<file path="src/wpm_ram.sv">
// Generic single-clock RAM: one write port, one read port, registered read.
// Depends on nothing.
module wpm_ram #(
   parameter int WIDTH = 8,
   parameter int DEPTH = 16
) (
   input  logic                     clock,
   input  logic                     wr_en,
   input  logic [$clog2(DEPTH)-1:0] wr_addr,
   input  logic [WIDTH-1:0]         wr_data,
   input  logic [$clog2(DEPTH)-1:0] rd_addr,
   output logic [WIDTH-1:0]         rd_data
);

   logic [WIDTH-1:0] mem [DEPTH];

   always_ff @(posedge clock) begin
      if (wr_en) begin
         mem[wr_addr] <= wr_data;
      end
      rd_data <= mem[rd_addr];
   end

endmodule

</file>
<file path="config.mk">
export PLATFORM = sky130hd
export DESIGN_NAME = wpm_ram
export DESIGN_NICKNAME = d
export VERILOG_FILES = /design/src/wpm_ram.sv
export SDC_FILE = /design/constraint.sdc
export NUM_CORES = 1
export LEC_CHECK = 0
export BUFFER_PORTS_ARGS = -buffer_cell sky130_fd_sc_hd__buf_2
export CAP_MARGIN = 20
export CORE_UTILIZATION = 45
export DETAILED_ROUTE_END_ITERATION = 10
export GPL_TIMING_DRIVEN = 1
export PLACE_DENSITY_LB_ADDON = 0.12
export RECOVER_POWER = 100
export SLEW_MARGIN = 20
export SYNTH_ARGS = -nofsm -noshare
export SYNTH_HDL_FRONTEND = slang
export SYNTH_SLANG_ARGS = --single-unit
</file>
<file path="constraint.sdc">
create_clock -name clock -period 6.1 [get_ports clock]
set_input_delay 1.83 -clock clock [delete_from_list [all_inputs] [get_ports clock]]
set_output_delay 1.83 -clock clock [all_outputs]
set_load 0.01 [all_outputs]
</file>
After elaboration in Yosys (flattened, before gate mapping)
Memory sizes are Yosys's and may differ from the RTL's. A register that Yosys moved wholly into a read port is not among the register bits.
Cells that the tools add are included.
Word-level totals
  register bits after elaboration: 0
  memory bits (writable): 128
  input bits: 18
  output and inout bits: 8
  logic and storage cells: 3
  memories kept: 1
Memories
  mem: words 16, bits a word 8, rd ports 1, clocked after Yosys merged registers in 1, wr ports 1, RTL line 15  | logic [WIDTH-1:0] mem [DEPTH];
Operators by class
  mux-type cells: 2
Operator list (number)
  1-bit two-way mux: 2

Depth between registers and ports, before layout
  depth in word-level cells: 2
  gate-level depth with buffers: 5
  mapped depth without buffers: 3

Least setup slack after synthesis
OpenSTA, ideal clock, no wires.
  path kind: input -> register
  start point: input port wr_addr[2]
  end point: memory mem[0][0] (enable)
  library setup time: 0.383 ns
  data arrival time: 2.940 ns
  data required time: 5.717 ns
  slack: 2.777 ns
  cell stages on the path: 2
  path buffers: 0
  cells stage by stage: or3b_2 -> nor3_1
RTL lines
  from (decl): RTL line 9  | input logic [$clog2(DEPTH)-1:0] wr_addr,
  to (decl): RTL line 15
No word-level cell before the write port.

Final worst setup path
  start point: input port wr_addr[3]
  end point: memory mem[12][7] (enable)
No word-level cell before the write port.

==> out/results.tsv <==
metric	value	unit
Layout area overhead	14.8	%
area leader, netlist	edfxtp_1	
I/O Pins	26	
path type of the worst setup path	primary input to flop	
clk_lat worst skew	0.41	ns
final net count	282	
fmax	0.296	GHz
Die ar.	11900	um^2
Residual DRC	0	
htree depth	4	
Hold Crit Depth	3	
flops & latches, synth	136	
Clock Tree Root	clkbuf_16	
CP max stage delay	1.24	ns
crit path time final	3.38	ns
Synth Area in Simple Gates	3.18	%
ys flop type	edfxtp_1	
Peak VDD IR	190	uV
Final Cell Area	5910	um^2
gr usage total	18.6	%
setup_tns	0	ns
vias in the first global route	2394	
RSZ-0062 raised after global routing	false	
Routed WL	9.73	mm
largest family of logic cells by synthesized area	multiplexers	
Net Count, Synth	247	
PostCTS Resize Cnt	0	
Startpoint Class	primary input	
CTS tree	built	
Synth Instances	229	
Netlist cell types	19	
Synth top cells by count	edfxtp_1, mux4_2, a22oi_1	
clock sinks	136	
FF-to-FF setup slack	4.71	ns
total chip power	2.10	mW
Worst Path Required	6.10	ns
input/output buffers	25	
Power Density	355	nW/um^2
Routed WL per cell	23.3	um
fill count	842	
Die W	109	um
post-synthesis mux area share	15.0	%
TritonCTS buffer count	17	
Post-Syn Area	5150	um^2
final worst-path cycle share	55.4	%
# Max-Cap Violations	3	
n_diodes	0	
relative slew slack	-8.66	%
register area share after synthesis	77.8	%
Reg2Reg Capture Point	rd_data[1]$_DFF_P_	
most numerous cell in the Yosys netlist	edfxtp_1	
Post-Route Skew	0.00901	ns
worst hold slack	0.666	ns
Avg Inst Size Synth	22.5	um^2
final slew viol count	27	
Non-Filler Instances	417	
worst hold path type	flop to flop	
Post-Synth XOR/XNOR Area	0	%
post-synthesis adder-cell area fraction	0	%
Core ar.	11000	um^2
Fin. Hold Viols	0	
top-area cell type share of the netlist area	74.7	%
cts hold-fix bufs	0	
Final Util	53.8	%
Tightest Pin Transition	1.62	ns
clock slew at reported path FFs	0.05	ns
Cells after DPL	385	
setup violators final	0	
Syn. warnings	0	
R2R Path Start	mem[1][1]$_DFFE_PP_	
largest net degree at the start of global routing	33	
failing checks	capacitance limit, slew limit	
FF-to-FF path depth	3	
drt pass-1 iters	5	
initial antenna violation count	0	
Clock Path Buffers	2	
post-route ant nets	0	
setup ws final	2.72	ns
routed via count	2341	
critical-path maximum fanout	8	
leak pwr	1.91	nW
critical path cell sequence	clkbuf_1, nand3_1, nor3_1	
HP Start	mem[6][7]$_DFFE_PP_	
Synth Area in Compound Gates	2.33	%
CP endpoint kind	flop	
CP Data Arrival Time	3.38	ns
postcts setup bufs	0	
Initial Util	46.9	%
FFs w/ async S/R, synth	0	%
synth top area cells	edfxtp_1, mux4_2, mux4_1	
Overflow after GRT	0	
EDFF count, synth	128	
placed inst area	5390	um^2
routability cong.	0.684	
drt first-iter violations	109	
Via density	5.61	
DP HPWL	5.78	mm
slowest cell on the critical path	nor3_1	
status	finished, violations left	
Rows	38	
hold endpoint	rd_data[7]$_DFF_P_	
Chip Height	109	um
pre-CTS WS	2.22	ns
fraction of layout cells with a size suffix above 1	18.1	%
first-pass GRT wire length	14.5	mm
[worst max-delay path: cells and delay by family]
family	cells	cell delay [ns]
AND/OR/NAND/NOR	2	1.40
buffers and inverters	1	0.14
[registers in the layout (all words and copies together), names as in the netlist]
| register | cells |
|---|---|
| mem | 128 |
| rd_data | 8 |
[cell usage in the layout (no fill, tap or decap), drive strengths merged]
cell type    n
mux4        32
nand3        1
clkinvlp     1
bufinv       1
clkinv       2
edfxtp     128
nand3b       2
nor2        13
clkbuf      48
or3b         1
and2         1
nor3         4
nand2        9
a22oi       16
nor2b        1
buf          6
dfxtp        8
and2b        1
nand2b       2
[worst max-delay path by stage]
stage | from | end | slack (ns)
final | wr_addr[3] | mem[12][7]$_DFFE_PP_ | 2.72
after CTS | rd_addr[0] | rd_data[1]$_DFF_P_ | 2.64
after detailed placement | rd_addr[0] | rd_data[1]$_DFF_P_ | 2.22
after global placement | wr_addr[2] | mem[0][2]$_DFFE_PP_ | 2.06
after global routing | wr_addr[3] | mem[4][3]$_DFFE_PP_ | 2.57
after floorplan | wr_addr[2] | mem[0][0]$_DFFE_PP_ | 2.78
[power by group]
group          total, mW  internal [mW]  switching (mW)
Combinational     0.0876         0.0344          0.0532
Sequential          1.05           1.05         0.00788
Clock              0.956          0.613           0.343
Total               2.10           1.69           0.404
[routing by layer]
metal | wire length [um] | track usage (%)
met5 | 0 | 0
met4 | 129 | 7.24
met3 | 501 | 5.08
met2 | 4610 | 27.9
met1 | 4490 | 26.1
[cells by family (layout without fill, tap and decap cells)]
group	after synthesis	after routing
muxes	32	32
and+or+nand+nor	35	35
AOI/OAI and AO/OA	16	16
DFF	136	136
buffers and inverters	10	58
[cell type report]
| class | instances | area, um^2 | area share [%] |
|---|---|---|---|
| clock buffers | 28 | 517 | 8.75 |
| flip-flops and latches | 136 | 4000 | 67.8 |
| multi-input cells | 83 | 1060 | 17.9 |
| clock inverters | 4 | 46.3 | 0.784 |
| repair buffers | 26 | 108 | 1.82 |
| well taps | 140 | 175 | 2.97 |
Note: power is estimated with default switching activity, not from simulation.
