==> src/wpm_pkg.sv <==
// Shared types, constants and helpers for the weighted phrase matcher.
// Depends on nothing; used by wpm_div and weighted_phrase_matcher.
package wpm_pkg;

   localparam int MAX_NODES      = 1024;
   localparam int NODE_W         = $clog2(MAX_NODES);
   localparam int CNT_W          = NODE_W + 1;
   localparam int TOK_W          = 12;
   localparam int Q_W            = 24;
   localparam int PLEN_W         = 6;
   localparam int MAX_PHRASE_LEN = 32;
   localparam int SUM_W          = Q_W + 2;

   localparam logic [Q_W-1:0] DEFAULT_SCORE_RST = Q_W'(6144);

   typedef enum logic [1:0] {
      KIND_ADD   = 2'd0,
      KIND_BUILD = 2'd1,
      KIND_STEP  = 2'd2,
      KIND_FINAL = 2'd3
   } kind_type;

   typedef enum logic [1:0] {
      SC_ADD,
      SC_STEP,
      SC_DESC
   } scan_ctx_type;

   typedef enum logic {
      DC_STEP,
      DC_BUILD
   } desc_ctx_type;

   typedef enum logic [4:0] {
      S_IDLE, S_DIV, S_ADD_RD, S_ADD_LD, S_SCAN_RD, S_SCAN_CK, S_ADD_UPD, S_ADD_NEW,
      S_DESC_RD, S_DESC_LD, S_STEP_RD, S_STEP_LD, S_FIN_RD, S_FIN_LD,
      S_B_INIT, S_B_POP, S_B_POPLD, S_B_URD, S_B_ULD, S_B_CRD, S_B_CCK,
      S_B_ORD, S_B_OLD, S_B_WR, S_DONE
   } state_type;

   typedef struct packed {
      logic [NODE_W-1:0] fail;
      logic              is_end;
      logic [Q_W-1:0]    outs;
      logic [Q_W-1:0]    path;
      logic [Q_W-1:0]    tscore;
      logic [NODE_W-1:0] parent;
      logic [TOK_W-1:0]  token;
   } node_rec_type;

   function automatic logic signed [SUM_W-1:0] ext_q(input logic [Q_W-1:0] v);
      return {{(SUM_W-Q_W){v[Q_W-1]}}, v};
   endfunction

   function automatic logic [Q_W-1:0] sat_q(input logic signed [SUM_W-1:0] v);
      logic signed [SUM_W-1:0] hi;
      logic signed [SUM_W-1:0] lo;
      hi = SUM_W'((1 << (Q_W - 1)) - 1);
      lo = -SUM_W'(1 << (Q_W - 1));
      if (v > hi) return hi[Q_W-1:0];
      if (v < lo) return lo[Q_W-1:0];
      return v[Q_W-1:0];
   endfunction

endpackage

==> src/wpm_div.sv <==
// Iterative signed divider, one quotient bit per cycle, truncating to zero.
// Depends on wpm_pkg.
module wpm_div
   import wpm_pkg::*;
(
   input  logic              clock,
   input  logic              reset,
   input  logic              start,
   input  logic [Q_W-1:0]    dividend,
   input  logic [PLEN_W-1:0] divisor,
   output logic              done,
   output logic [Q_W-1:0]    quotient
);

   localparam int STEP_W = $clog2(Q_W);

   logic              busy_ff, busy_in;
   logic              done_ff, done_in;
   logic              neg_ff, neg_in;
   logic [STEP_W-1:0] step_ff, step_in;
   logic [Q_W-1:0]    acc_ff, acc_in;
   logic [PLEN_W-1:0] rem_ff, rem_in;
   logic [PLEN_W-1:0] div_ff, div_in;
   logic [PLEN_W:0]   trial;

   always_comb begin
      busy_in = busy_ff;
      done_in = 1'b0;
      neg_in  = neg_ff;
      step_in = step_ff;
      acc_in  = acc_ff;
      rem_in  = rem_ff;
      div_in  = div_ff;
      trial   = {rem_ff, acc_ff[Q_W-1]};
      if (start) begin
         busy_in = 1'b1;
         neg_in  = dividend[Q_W-1];
         acc_in  = dividend[Q_W-1] ? Q_W'(0) - dividend : dividend;
         rem_in  = '0;
         div_in  = divisor;
         step_in = '0;
      end else if (busy_ff) begin
         // shift in the next dividend bit, subtract when it fits
         if (trial >= {1'b0, div_ff}) begin
            rem_in = PLEN_W'(trial - {1'b0, div_ff});
            acc_in = {acc_ff[Q_W-2:0], 1'b1};
         end else begin
            rem_in = trial[PLEN_W-1:0];
            acc_in = {acc_ff[Q_W-2:0], 1'b0};
         end
         step_in = step_ff + STEP_W'(1);
         if (step_ff == STEP_W'(Q_W - 1)) begin
            busy_in = 1'b0;
            done_in = 1'b1;
         end
      end
   end

   always_ff @(posedge clock) begin
      if (reset) begin
         busy_ff <= 1'b0;
         done_ff <= 1'b0;
      end else begin
         busy_ff <= busy_in;
         done_ff <= done_in;
      end
      neg_ff  <= neg_in;
      step_ff <= step_in;
      acc_ff  <= acc_in;
      rem_ff  <= rem_in;
      div_ff  <= div_in;
   end

   assign done     = done_ff;
   assign quotient = neg_ff ? Q_W'(0) - acc_ff : acc_ff;

endmodule

==> config.mk <==
export PLATFORM = sky130hd
export DESIGN_NAME = wpm_div
export DESIGN_NICKNAME = d
export VERILOG_FILES = /design/src/wpm_pkg.sv /design/src/wpm_div.sv
export SDC_FILE = /design/constraint.sdc
export NUM_CORES = 1
export LEC_CHECK = 0
export BUFFER_PORTS_ARGS = -buffer_cell sky130_fd_sc_hd__clkbuf_2
export CAP_MARGIN = 0
export CORE_MARGIN = 2
export CORE_UTILIZATION = 30
export CTS_BUF_LIST = sky130_fd_sc_hd__clkbuf_16
export DETAILED_ROUTE_END_ITERATION = 12
export HOLD_SLACK_MARGIN = 0.1
export PLACE_DENSITY = 0.59
export SETUP_SLACK_MARGIN = 0.4
export SLEW_MARGIN = 20
export SYNTH_ARGS = -nofsm -noshare
export SYNTH_HDL_FRONTEND = slang
export SYNTH_SLANG_ARGS = --single-unit
==> constraint.sdc <==
create_clock -name clock -period 3 [get_ports clock]
set_clock_uncertainty 0.1 [all_clocks]
set_input_delay 0 -clock clock [delete_from_list [all_inputs] [get_ports clock]]
set_output_delay 0 -clock clock [all_outputs]
set_load 0.02 [all_outputs]
# Word-level counts from Yosys, hierarchy flattened
# Index checks and enable logic that the tools add are counted.
[totals]
inputBits = 33
out_inout_bits = 25
wordCells = 26
register_bits = 44
[op_classes]
mux = 10
magnitude_cmp = 1
eq_ne = 1
bitwise_logic = 1
add_sub_neg = 4
reduce_logical = 2
[op_table]
columns = ["cell", "count"]
rows = [
  ["2-to-1 mux 24 bit", 4],
  ["subtractor 1 x 24 -> 24 bit, first input constant", 2],
  [">= comparator 7 x 6 -> 1 bit", 1],
  ["2-to-1 mux 6 bit", 1],
  ["subtractor 6 bit", 1],
  ["adder 5 x 1 -> 5 bit, second input constant", 1],
  ["equality test 5 bit, second input constant", 1],
  ["2-to-1 mux 1 bit", 5],
  ["OR reduction 3 bit", 1],
  ["nonzero test 2 bit", 1],
  ["NOT 1 bit", 1],
]

# Logic depth before layout (Yosys ltp)
# Gate-level depths: netlist of the first run.
[depth]
depth_word = 4
depth_mapped = 8
depth_no_buf = 8

# Worst setup path before layout of the first run
# OpenSTA, ideal clock, no wires.
[synth_timing]
path_kind = "flip-flop to output port"
from = "register acc_ff[6]"
to = "output quotient[22]"
setup_slack_ns = 0.610
arrival_time_ns = 2.290
path_stages_with_launch = 6
cell_sequence = "edfxtp_1 -> or4_4 -> or4_4 -> or3_4 -> o31ai_2 -> xnor2_1"
[synth_between]
elab_chain_cells = 2
[synth_rtl]
columns = ["element", "line", "source"]
rows = [
  ["from (decl)", "wpm_div.sv:21", "logic [Q_W-1:0] acc_ff, acc_in;"],
  ["from (signal assigned)", "wpm_div.sv:69", "acc_ff <= acc_in;"],
  ["subtractor 1 x 24 -> 24 bit", "wpm_div.sv:75", "assign quotient = neg_ff ? Q_W'(0) - acc_ff : acc_ff;"],
  ["2-to-1 mux 24 bit", "wpm_div.sv:75", ""],
  ["to (decl)", "wpm_div.sv:12", "output logic [Q_W-1:0] quotient"],
]
# Every way passes these cells.

# Worst setup path in the final report of the first run
[layout_timing]
from = "register acc_ff[3]"
to = "output quotient[22]"
# Same word-level chain as after synthesis.

==> run_results.csv, run 1 <==
group,metric,value,unit
floorplanning,core,9680,sq um
critical_path,timing.rr.start,"acc_ff[23]$_DFFE_PP_",
place,dp_hpwl,5010,microns
detailed_routing,antenna_left,0,
detailed_routing,num_vias,2589,
cts,clock-sinks,44,
floorplanning,num_rows,36,
place,dp_cells,493,
hold_path,whs_path_depth,1,
timing,finalCritPeriodShare,89.9,%
detailed_routing,firstDrtPassIters,4,
cts,htree_levels,2,
detailed_routing,avgRoutedWirePerCell,13.0,microns
floorplanning,die_w,103,microns
global_route,grt_pass1_wl,11000,microns
critical_path,cp_max_fo,4,
timing,hold_ws,0.189,ns
critical_path,cp_cell_sequence,"or4_4 > or4_4 > or3_4 > o31ai_2 > xnor2_1 > buf_4",
timing,report.final.slew_viol_count,0,
global_route,antenna_found_initial,0,
synthesis,async_reset_ff_share,0,%
power_and_ir_drop,power_leakage,1.57,nW
critical_path,worst_path_most_repeated_cell,"or4_4",
cts,path_clk_slew,0.07,ns
detailed_routing,drc_errors,0,
synthesis,synth_nets,358,
critical_path,crit_arrival,2.60,ns
timing,fin_setup_tns,0,ns
synthesis,synth_compound_gate_area_share,16.8,%
timing,setup_viol,0,
critical_path,required,2.90,ns
synthesis,synth-xor-area-share,14.8,%
critical_path,slowest_delay,0.55,ns
synthesis,syn_area,2960,sq um
power_and_ir_drop,p_total,1.88,mW
cts,cts.path.max_buffers,2,
global_route,grt_overflow,0,
finish,drive_gt1_share,22.4,%
finish,synthToLayoutAreaGrowth,35.2,%
synthesis,synth-simple-area-share,17.3,%
synthesis,syn_area_per_cell,9.42,sq um
floorplanning,io_pins,58,
detailed_routing,finalWirelength,7090,microns
synthesis,synth_top_family_by_area,"simple AND/OR/NAND/NOR gates",
synthesis,synthAdderAreaFrac,4.91,%
finish,nFillCells,958,
power_and_ir_drop,irDropWorstVdd,0.228,mV
finish,layout_common_cells,"clkbuf_2 (52), nor2_1 (38), dlygate4sd3_1 (32)",
critical_path,ff2ff_setup_slack,0.62,ns
timing,rsz0062_at_grt,"yes",
critical_path,setup.worst_path.class,"reg2out",
detailed_routing,vias_per_cell,4.76,
timing,post-route-min-period,2.70,ns
cts,clock_latency,0.28,ns
finish,nets,454,
run_status,status,"completed",
floorplanning,fp.dieH,103,microns
global_route,first_global_vias,2375,
hold_path,min-delay-start,"dividend[23]",
synthesis,yosysWarningCount,0,
power_and_ir_drop,p_per_area,471,nW/um^2
floorplanning,die_area,10700,sq um
place,port_buffers,57,
critical_path,path_buf_inv,1,
synthesis,synthMuxAreaShare,2.41,%
critical_path,startpoint_type,"flop",
synthesis,synthDistinctLibCells,41,
hold_path,holdCritPathClass,"in2reg",
synthesis,synth_ff_type,"edfxtp_1",
synthesis,yosysSeqAreaShare,40.3,%
critical_path,r2r_cells,7,
critical_path,slowest_stage,"or4_4",
global_route,grt_usage,13.3,%
critical_path,cp.depth,6,
cts,cts-root-buf,"clkbuf_16",
timing,hold_viol,0,
critical_path,cp_top_family,"simple AND/OR/NAND/NOR gates",
detailed_routing,drt_iter0_markers,86,
hold_path,worstHoldEndpoint,"neg_ff$_DFFE_PP_",
synthesis,synth-edff-count,31,
critical_path,crit_start,"acc_ff[3]$_DFFE_PP_",
finish,layoutNonFillerInstCount,544,
timing,max_freq,0.371,GHz
critical_path,r2r_end,"rem_ff[0]$_SDFFE_PP0P_",
timing,slew_headroom,43.2,%
critical_path,critPathCaptureType,"primary output",
floorplanning,initial_core_util,30.5,%
cts,cts_buffers,5,
place,gp_congestion,0.866,
finish,final_common_cell,"clkbuf_2",
timing,worstMarginPinSlew,0.852,ns
global_route,grt_start_max_net_pins,57,
synthesis,synthCells,314,
finish,num_antenna_cells,0,
flow_run,maxCapViolations,0,
synthesis,synth_seq_cells,44,
cts,cts_tree,"built",
-- through the flow --
| step | cell area (sq um) | util (%) | worst slack, ns |
|---|---|---|---|
| after floorplan | 2960 | - | 0.610 |
| after global placement | 3370 | 34.8 | 0.493 |
| after detailed placement | 3370 | 34.8 | 0.425 |
| after CTS | 3920 | 40.5 | 0.229 |
| after global routing | 4000 | 41.3 | 0.256 |
| final | 4000 | 41.3 | 0.303 |
-- worst register-to-register path: stages (launching register included) --
cell,delay [ns]
edfxtp_1,0.39
inv_1,0.09
ha_1,0.29
nand2b_1,0.10
a31oi_1,0.10
o21ai_1,0.59
mux2_2,0.41
a211oi_1,0.23
-- power by group --
group          internal [mW]  switching (mW)
sequential             0.717          0.0632
combinational          0.236           0.287
clock                  0.353           0.225
total                   1.31           0.576
-- worst max-delay path by stage --
stage                         endpoint  slack, ns
after floorplan           quotient[22]       0.61
after global placement    quotient[20]       0.49
after detailed placement  quotient[18]       0.42
after CTS                 quotient[18]       0.23
after global routing      quotient[22]       0.26
final                     quotient[22]       0.30
-- layer usage --
metal  wire [microns]  part of all wire [%]  GRT usage, %
met5                0                     0             0
met4              140                   2.0          5.16
met3              263                   3.7          2.42
met2             3510                    50          23.5
met1             3170                    45          16.1
-- cell type report --
| class | count | area [sq um] | area share [%] |
|---|---|---|---|
| Clock inverter | 2 | 7.51 | 0.188 |
| Multi-Input combinational cell | 244 | 1720 | 43.0 |
| Timing Repair Buffer | 102 | 716 | 17.9 |
| Inverter | 13 | 48.8 | 1.22 |
| Sequential cell | 44 | 1190 | 29.8 |
| Tap cell | 133 | 166 | 4.16 |
| Clock buffer | 6 | 150 | 3.76 |
-- logic make-up (layout without fill, tap and decap cells) --
family                   Yosys count  count (layout)
adder cells (fa/ha/maj)           11              11
AND/OR/NAND/NOR                  100             100
flip-flops                        44              44
AO/OA/AOI/OAI                     76              76
XOR/XNOR                          50              50
multiplexers                       7               7
buffers and inverters             26             123
-- state kept, by name, indices dropped and copies added (netlist names) --
register  cells
done          1
acc_ff       24
neg_ff        1
busy_ff       1
rem_ff        6
div_ff        6
step_ff       5
-- what timing repair did --
action | in CTS | in global routing
endpoints found under the hold margin | 40 | 0
resized for setup | 6 | 13
hold buffers | 32 | 0
buffers inserted | 6 | 5
setup endpoints to repair | 5 | 20
pin swaps | 5 | 3
-- synth_stat cells, types with 8 or more instances --
cell	instances	share of area (%)
nor2_1	38	4.8
edfxtp_1	31	31
a21oi_1	27	4.6
xnor2_1	25	7.4
xor2_1	25	7.4
nand2_1	17	2.2
o21ai_0	16	2.7
o31ai_1	14	3.6
dfxtp_1	13	8.8
inv_1	13	1.7
ha_1	10	4.2
or3_1	8	1.7
(Power assumes the default switching activity.)
==> run 2: changes to the inputs <==
- RECOVER_POWER: default -> 25
==> run 2 against run 1 <==
Power about the same. Sequential power about the same. First-iteration DRC count down 2.3%. Largest cell class unchanged.
==> run_results.csv, run 2 (synthesis gave the netlist of run 1 again) <==
group,metric,value,unit
cts,cts-root-buf,"clkbuf_16",
timing,max_freq,0.370,GHz
detailed_routing,vias_per_cell,4.76,
detailed_routing,avgRoutedWirePerCell,13.0,microns
place,gp_congestion,0.866,
place,placed_area,3370,sq um
critical_path,cp_max_fo,4,
cts,clock-sinks,44,
floorplanning,fp.dieH,103,microns
global_route,grt_start_max_net_pins,57,
cts,cts.path.max_buffers,2,
timing,slew_headroom,30.6,%
hold_path,holdCritPathClass,"in2reg",
critical_path,startpoint_type,"flop",
global_route,first_global_vias,2375,
detailed_routing,firstDrtPassIters,4,
finish,layout_common_cells,"clkbuf_2 (49), nor2_1 (38), dlygate4sd3_1 (32)",
floorplanning,io_pins,58,
floorplanning,die_w,103,microns
detailed_routing,antenna_left,0,
run_status,status,"completed",
global_route,grt_pass1_wl,11000,microns
floorplanning,die_area,10700,sq um
cts,path_clk_slew,0.06,ns
finish,multi_input_area,1720,sq um
finish,stdcell_area,3990,sq um
floorplanning,num_rows,36,
finish,synthToLayoutAreaGrowth,34.9,%
floorplanning,core,9680,sq um
timing,hold_ws,0.214,ns
finish,drive_gt1_share,21.4,%
detailed_routing,num_vias,2591,
finish,reg_top3,"acc_ff x24, div_ff x6, rem_ff x6",
timing,report.final.slew_viol_count,0,
cts,clock_latency,0.28,ns
cts,cts_buffers,5,
finish,nets,454,
timing,worstMarginPinSlew,1.04,ns
place,port_buffers,57,
critical_path,crit_arrival,2.60,ns
power_and_ir_drop,power_leakage,1.55,nW
timing,setup_viol,0,
critical_path,critPathCaptureType,"primary output",
global_route,antenna_found_initial,0,
finish,largest_register_ffs,24,
cts,cts_tree,"built",
finish,nFillCells,963,
power_and_ir_drop,p_per_area,472,nW/um^2
cts,htree_levels,2,
flow_run,maxCapViolations,0,
finish,num_antenna_cells,0,
power_and_ir_drop,irDropWorstVdd,0.228,mV
finish,largest_register,"acc_ff",
detailed_routing,finalWirelength,7070,microns
critical_path,setup.worst_path.class,"reg2out",
timing,fin_setup_tns,0,ns
timing,rsz0062_at_grt,"yes",
place,dp_hpwl,5010,microns
detailed_routing,drc_errors,0,
detailed_routing,drt_iter0_markers,84,
global_route,grt_usage,13.3,%
floorplanning,initial_core_util,30.5,%
timing,finalCritPeriodShare,90.0,%
finish,final_common_cell,"clkbuf_2",
global_route,grt_overflow,0,
timing,hold_viol,0,
timing,post-route-min-period,2.70,ns
critical_path,required,2.90,ns
finish,seq_area,1190,sq um
==> run 2: critical path: stages, from the launching register on <==
cell	delay (ns)
edfxtp_1	0.41
or4_4	0.55
or4_4	0.45
or3_4	0.40
o31ai_2	0.21
xnor2_1	0.14
buf_4	0.16
==> run 2: through the flow <==
step | total power, mW | setup WS, ns | instances | utilization, %
finish | 1.88 | 0.299 | 544 | 41.2
global route | 1.99 | 0.256 | 544 | 41.2
CTS | 1.88 | 0.229 | 539 | 40.5
detailed placement | 1.25 | 0.425 | 493 | 34.8
global placement | 1.24 | 0.493 | 493 | 34.8
floorplan | 1.09 | 0.610 | 314 | -
==> run 2: metal layers <==
layer,global-route usage (%),up-vias,wire (microns)
met1,16.1,1192,3160
met3,2.42,9,265
li1,-,1326,-
met4,5.16,0,140
met5,0,-,0
met2,23.5,64,3510
==> run 2: final timing paths <==
kind	to	slack [ns]	cells past startpoint	start
max	quotient[22]	0.30	6	acc_ff[3]$_DFFE_PP_
min	acc_ff[9]$_DFFE_PP_	0.21	4	dividend[8]
max reg2reg	rem_ff[0]$_SDFFE_PP0P_	0.60	7	acc_ff[23]$_DFFE_PP_
min reg2reg	rem_ff[5]$_SDFFE_PP0P_	0.38	2	rem_ff[5]$_SDFFE_PP0P_
==> run 2: final cells by class <==
class | instances | share of cell area, %
multi-input combinational | 244 | 43.0
timing repair buffer | 102 | 17.8
clock buffer | 6 | 3.76
sequential | 44 | 29.9
clock inverter | 2 | 0.188
inverter | 13 | 1.22
tap | 133 | 4.17
==> run 2: report_power, final <==
group	internal (mW)	switching (mW)
Combinational	0.235	0.287
Sequential	0.717	0.0633
Clock	0.353	0.225
Total	1.31	0.575
==> run 2: repair_timing <==
item | 4_1_cts | 5_1_grt
resized for setup | 6 | 13
pin swaps | 5 | 3
hold buffers | 32 | 0
endpoints found under the setup margin | 5 | 20
hold endpoints to repair | 40 | 0
buffers inserted | 6 | 5
